$ cat src/hdl/rkc_pkg.sv
`timescale 1ns / 1ps
// ----------------------------------------------------------------------------
// rkc_pkg: shared types and constants of the 3x3 RGB convolution unit
// Beat structs, configuration register indexes, arithmetic widths and the
// stage load enables passed to the per-channel datapath.
// ----------------------------------------------------------------------------
package rkc_pkg;

  localparam int unsigned PIX_W    = 32;
  localparam int unsigned SAMPLE_W = 8;
  localparam int unsigned COEF_W   = 16;
  localparam int unsigned CFG_W    = 48;
  localparam int unsigned TAPS     = 9;
  localparam int unsigned PROD_W   = 25;
  localparam int unsigned RSUM_W   = 27;
  localparam int unsigned SUM_W    = 29;
  localparam int unsigned CH_MAX   = 255;
  localparam int unsigned WIDTH_W  = 12;
  localparam int unsigned HEIGHT_W = 16;

  localparam logic [CFG_W-1:0]    COEF_TOP_RST    = 48'h0;
  localparam logic [CFG_W-1:0]    COEF_MIDDLE_RST = 48'h0000_0100_0000;
  localparam logic [CFG_W-1:0]    COEF_BOTTOM_RST = 48'h0;
  localparam logic [WIDTH_W-1:0]  WIDTH_RST       = 12'd2048;
  localparam logic [HEIGHT_W-1:0] HEIGHT_RST      = 16'd1080;

  typedef enum logic [2:0] {
    REG_COEF_TOP    = 3'd0,
    REG_COEF_MIDDLE = 3'd1,
    REG_COEF_BOTTOM = 3'd2,
    REG_WIDTH       = 3'd3,
    REG_HEIGHT      = 3'd4
  } rkc_reg_e;

  typedef struct packed {
    logic       action;
    logic [7:0] in_red;
    logic [7:0] in_green;
    logic [7:0] in_blue;
    logic [7:0] in_alpha;
  } rkc_in_t;

  typedef struct packed {
    logic [7:0] out_red;
    logic [7:0] out_green;
    logic [7:0] out_blue;
    logic [7:0] out_alpha;
    logic       frame_end;
  } rkc_out_t;

  typedef struct packed {
    logic s2_ld;
    logic s3_ld;
    logic out_ld;
  } rkc_stage_en_t;

  typedef logic [TAPS-1:0][COEF_W-1:0]   coef_arr_t;
  typedef logic [TAPS-1:0][SAMPLE_W-1:0] sample_arr_t;
  typedef logic [TAPS-1:0][PIX_W-1:0]    window_t;

endpackage

$ cat src/hdl/rkc_chan.sv
`timescale 1ns / 1ps
// ----------------------------------------------------------------------------
// rkc_chan: kernel datapath of one colour channel
// Nine signed products, three row sums, then the final sum with clamping to
// 0..255 of its integer part. Each stage loads on its own enable.
// ----------------------------------------------------------------------------
module rkc_chan (
  input  logic                  clk_i,
  input  rkc_pkg::rkc_stage_en_t en_i,
  input  rkc_pkg::coef_arr_t    coef_i,
  input  rkc_pkg::sample_arr_t  sample_i,
  output logic [7:0]            ch_o
);

  logic signed [rkc_pkg::PROD_W-1:0] prod_q [rkc_pkg::TAPS];
  logic signed [rkc_pkg::RSUM_W-1:0] rsum_q [3];
  logic signed [rkc_pkg::SUM_W-1:0]  total;
  logic [7:0]                        res_d;
  logic [7:0]                        res_q;

  always_ff @(posedge clk_i) begin
    if (en_i.s2_ld) begin
      for (int k = 0; k < int'(rkc_pkg::TAPS); k++) begin
        prod_q[k] <= $signed(coef_i[k]) * $signed({1'b0, sample_i[k]});
      end
    end
    if (en_i.s3_ld) begin
      for (int r = 0; r < 3; r++) begin
        rsum_q[r] <= rkc_pkg::RSUM_W'(prod_q[3*r]) + rkc_pkg::RSUM_W'(prod_q[3*r+1])
                   + rkc_pkg::RSUM_W'(prod_q[3*r+2]);
      end
    end
    if (en_i.out_ld) begin
      res_q <= res_d;
    end
  end

  always_comb begin
    total = rkc_pkg::SUM_W'(rsum_q[0]) + rkc_pkg::SUM_W'(rsum_q[1])
          + rkc_pkg::SUM_W'(rsum_q[2]);
    if (total[rkc_pkg::SUM_W-1]) begin
      res_d = 8'd0;
    end else if (total[rkc_pkg::SUM_W-2:8] > (rkc_pkg::SUM_W-9)'(rkc_pkg::CH_MAX)) begin
      res_d = 8'(rkc_pkg::CH_MAX);
    end else begin
      res_d = total[15:8];
    end
  end

  assign ch_o = res_q;

endmodule
$ cat config.mk
export PLATFORM = sky130hd
export DESIGN_NAME = rkc_chan
export DESIGN_NICKNAME = d
export VERILOG_FILES = /design/src/hdl/rkc_pkg.sv /design/src/hdl/rkc_chan.sv
export SDC_FILE = /design/constraint.sdc
export NUM_CORES = 2
export LEC_CHECK = 0
export BUFFER_PORTS_ARGS = -buffer_cell sky130_fd_sc_hd__clkbuf_2
export CORE_AREA = 5 5 343 378
export DETAILED_ROUTE_END_ITERATION = 10
export DIE_AREA = 0 0 348 383
export PLACE_DENSITY = 0.63
export SYNTH_ARGS = -nofsm -noshare
export SYNTH_HDL_FRONTEND = slang
export SYNTH_SLANG_ARGS = --single-unit
$ cat constraint.sdc
create_clock -name clk_i -period 6.24 [get_ports clk_i]
set_clock_uncertainty 0.2 [all_clocks]
set_input_delay 0.936 -clock clk_i [delete_from_list [all_inputs] [get_ports clk_i]]
set_output_delay 0.936 -clock clk_i [all_outputs]
set_load 0.01 [all_outputs]
==> run_results.csv <==
group,metric,value,unit
status,result_of_the_run,"complete, no violations",
clock_tree,ctsResizeCount,0,
cells_and_area,most_used_cells_in_the_layout_excluding_fill_and_tap_cells,"1,483 x sky130_fd_sc_hd__inv_1, 1,022 x sky130_fd_sc_hd__fa_1, 635 x sky130_fd_sc_hd__and2_1",
drt,drt_first_pass_iters,5,
clock_tree,tritoncts,"yes",
die,coreArea,125000,µm²
clock_tree,tritoncts_buffers,39,
logic_synthesis,synth.yosys.warnings,0,
die,pin_count,228,
critical_path,critical_path_required,6.34,ns
timing,grt_setup_unrepaired,"no",
run,max_cap_violations,0,
clock_tree,post_cts_buffers,0,
critical_path,worstSetupEndpointType,"flip-flop",
drt,dr.first_iter.drc_count,1752,
global_routing,first_pass_grt_wire_length,213000,µm
placed_design,globalplace.congestion,0.879,
logic_synthesis,syn-instance-count,5954,
drt,viasPerCell,4.97,
clock_tree,cts-htree-levels,2,
timing,finalHoldViolCount,0,
die,floorplan.rows,136,
global_routing,globalRouteOverflowTotal,0,
hold_path,timing.hold.worst.class,"flip-flop to flip-flop",
timing,tcrit_tclk_final,92.4,%
global_routing,number_of_antenna_violations_at_the_first_check_in_global_routing,21,
clock_tree,numClockSinks,314,
die,die_y,383,µm
drt,dr_total_vias,39200,
cells_and_area,layout_commonest_cell,"sky130_fd_sc_hd__inv_1",
cells_and_area,drive_gt1_share,6.31,%
logic_synthesis,syn_std_cell_area,57200,µm²
global_routing,globalRouteTotalUtil,19.6,%
timing,setup-violations-final,0,
placed_design,dpl.hpwl,108000,µm
timing,finalCriticalPeriod,5.76,ns
clock_tree,worst_skew_pair.late_latency,0.56,ns
cells_and_area,flow.area_growth_from_synthesis,8.32,%
cells_and_area,design.final.nets,7999,
timing,setup_slack,0.476,ns
logic_synthesis,synth-seq-area-share,16.5,%
logic_synthesis,distinct_cells_synth,84,
die,die_area,133000,µm²
logic_synthesis,yosys_most_used_dff,"sky130_fd_sc_hd__edfxtp_1",
logic_synthesis,post_synth.cell_area_avg,9.61,µm²
timing,slew_viol_final,0,
drt,route.detailed.drc,0,
critical_path,startpoint_type,"input port",
critical_path,timing_worst_setup_path_type,"input port to flip-flop",
global_routing,grt_start_max_net_pins,133,
timing,maximum_achievable_frequency,0.174,GHz
timing,holdWs,0.566,ns
clock_tree,cts.reportedPaths.clkPinSlew,0.05,ns
drt,routedWlPerCell,16.0,µm
power,worst_ir_drop_vdd,0.374,mV
power,total_leakage_power,31.5,nW
timing,slew_headroom,27.7,%
timing,worstMarginPinSlew,1.09,ns
die,initial_utilization,45.8,%
timing,finalSetupTns,0,ns
placed_design,io_buffers,227,
critical_path,worst_ep_arrival_time,5.87,ns
clock_tree,clock-root-buffer,"sky130_fd_sc_hd__clkbuf_16",
placed_design,place_ws,0.00982,ns
clock_tree,hold_buf_count_cts,0,
clock_tree,clk_path_buf_depth,3,
logic_synthesis,number_of_enable_type_register_cells_in_the_synthesized_netlist,314,
logic_synthesis,synth-async-reset-ratio,0,%
logic_synthesis,yosys_reg_bits,314,
power,power.density_cell_area,570,nW/µm²
logic_synthesis,postSynthNetCount,7748,
global_routing,first_global_vias,41900,
die,chipWidth,348,µm
drt,finalWirelength,126000,µm
drt,drt.antenna.violating_nets,0,
critical_path,timing.critical_path.fanout_max,16,
-- power by group --
part	leakage, nW	switching, W	internal [W]
logic	27.8	0.0152	0.0120
clock network	0.634	0.000910	0.00144
registers	3.07	0.000832	0.00499
total	31.5	0.0169	0.0184
-- metal layers --
metal  global-route usage [%]  up-vias  share of wire (%)
met5                        0        -              0.042
met4                     4.39        8                2.2
met3                     2.53      149                4.5
met2                     34.3      659                 50
met1                     26.2    19700                 43
li1                         -    18800                  -
-- stage by stage --
stage | area, µm² | utilization [%] | power (W) | cells
2_1_floorplan | 57200 | - | 0.0262 | 5954
3_3_place_gp | 60700 | 48.6 | 0.0327 | 7820
3_5_place_dp | 60700 | 48.6 | 0.0329 | 7820
4_1_cts | 62000 | 49.6 | 0.0357 | 7889
5_1_grt | 62000 | 49.6 | 0.0394 | 7894
6_report | 62000 | 49.6 | 0.0353 | 7899
-- critical path, cell delays in order --
cell and delay (ns):
sky130_fd_sc_hd__clkbuf_2 0.28, sky130_fd_sc_hd__nand2_1 0.13, sky130_fd_sc_hd__fa_1 0.55, sky130_fd_sc_hd__inv_1 0.05, sky130_fd_sc_hd__fa_1 0.50, sky130_fd_sc_hd__inv_1 0.06
sky130_fd_sc_hd__fa_1 0.48, sky130_fd_sc_hd__fa_1 0.51, sky130_fd_sc_hd__inv_1 0.05, sky130_fd_sc_hd__ha_1 0.31, sky130_fd_sc_hd__o21ai_0 0.27, sky130_fd_sc_hd__o21ai_0 0.18
sky130_fd_sc_hd__and3_1 0.25, sky130_fd_sc_hd__a311oi_1 0.41, sky130_fd_sc_hd__o31ai_1 0.19, sky130_fd_sc_hd__o41ai_2 0.31, sky130_fd_sc_hd__o21bai_1 0.10, sky130_fd_sc_hd__a21oi_1 0.19
sky130_fd_sc_hd__xnor2_1 0.08
-- cell families after synthesis --
group                    synth area share (%)
AND/OR/NAND/NOR                          15.0
adder cells (fa/ha/maj)                  47.8
buffers and inverters                    10.3
AO/OA/AOI/OAI                            6.51
flip-flops                               16.5
XOR/XNOR                                 3.93
multiplexers                           0.0350
-- cell usage after synthesis, drive strengths merged, types with 31 or more instances --
cell    instances  share of area, %
inv          1483               9.7
fa           1022                36
and2          636               7.0
nand2         614               4.0
ha            552                12
edfxtp        314                16
xnor2         206               3.2
a21oi         166               1.5
nor2          163               1.1
o21ai         112              0.99
clkbuf         83              0.54
a21o           65              0.85
nor3           60              0.53
nand3          53              0.46
xor2           51              0.78
nor2b          48              0.52
nand2b         35              0.38
a211oi         32              0.45
o21a           31              0.41
-- layout make-up --
type	count	area (µm²)
multi-input cells	4074	41900
diodes	10	25.0
clock buffers	43	991
well taps	1656	2070
fillers	11800	62900
clock inverters	26	328
repair buffers	293	1660
flip-flops and latches	314	9430
inverters	1483	5570
-- final timing paths --
kind	slack [ns]	endpoint	cells after the start	start
min	0.57	rsum_q[0][28]	2	prod_q[0][101]
max	0.48	prod_q[0][98]	19	sample_i[24]
min reg2reg	0.57	rsum_q[0][28]	2	prod_q[0][101]
max reg2reg	1.91	rsum_q[0][77]	14	prod_q[0][201]
-- flip-flops by register name, summed over array words and instances, names as in the netlist --
register	cells
prod_q	225
rsum_q	81
ch_o	8
(Power assumes the default switching activity.)
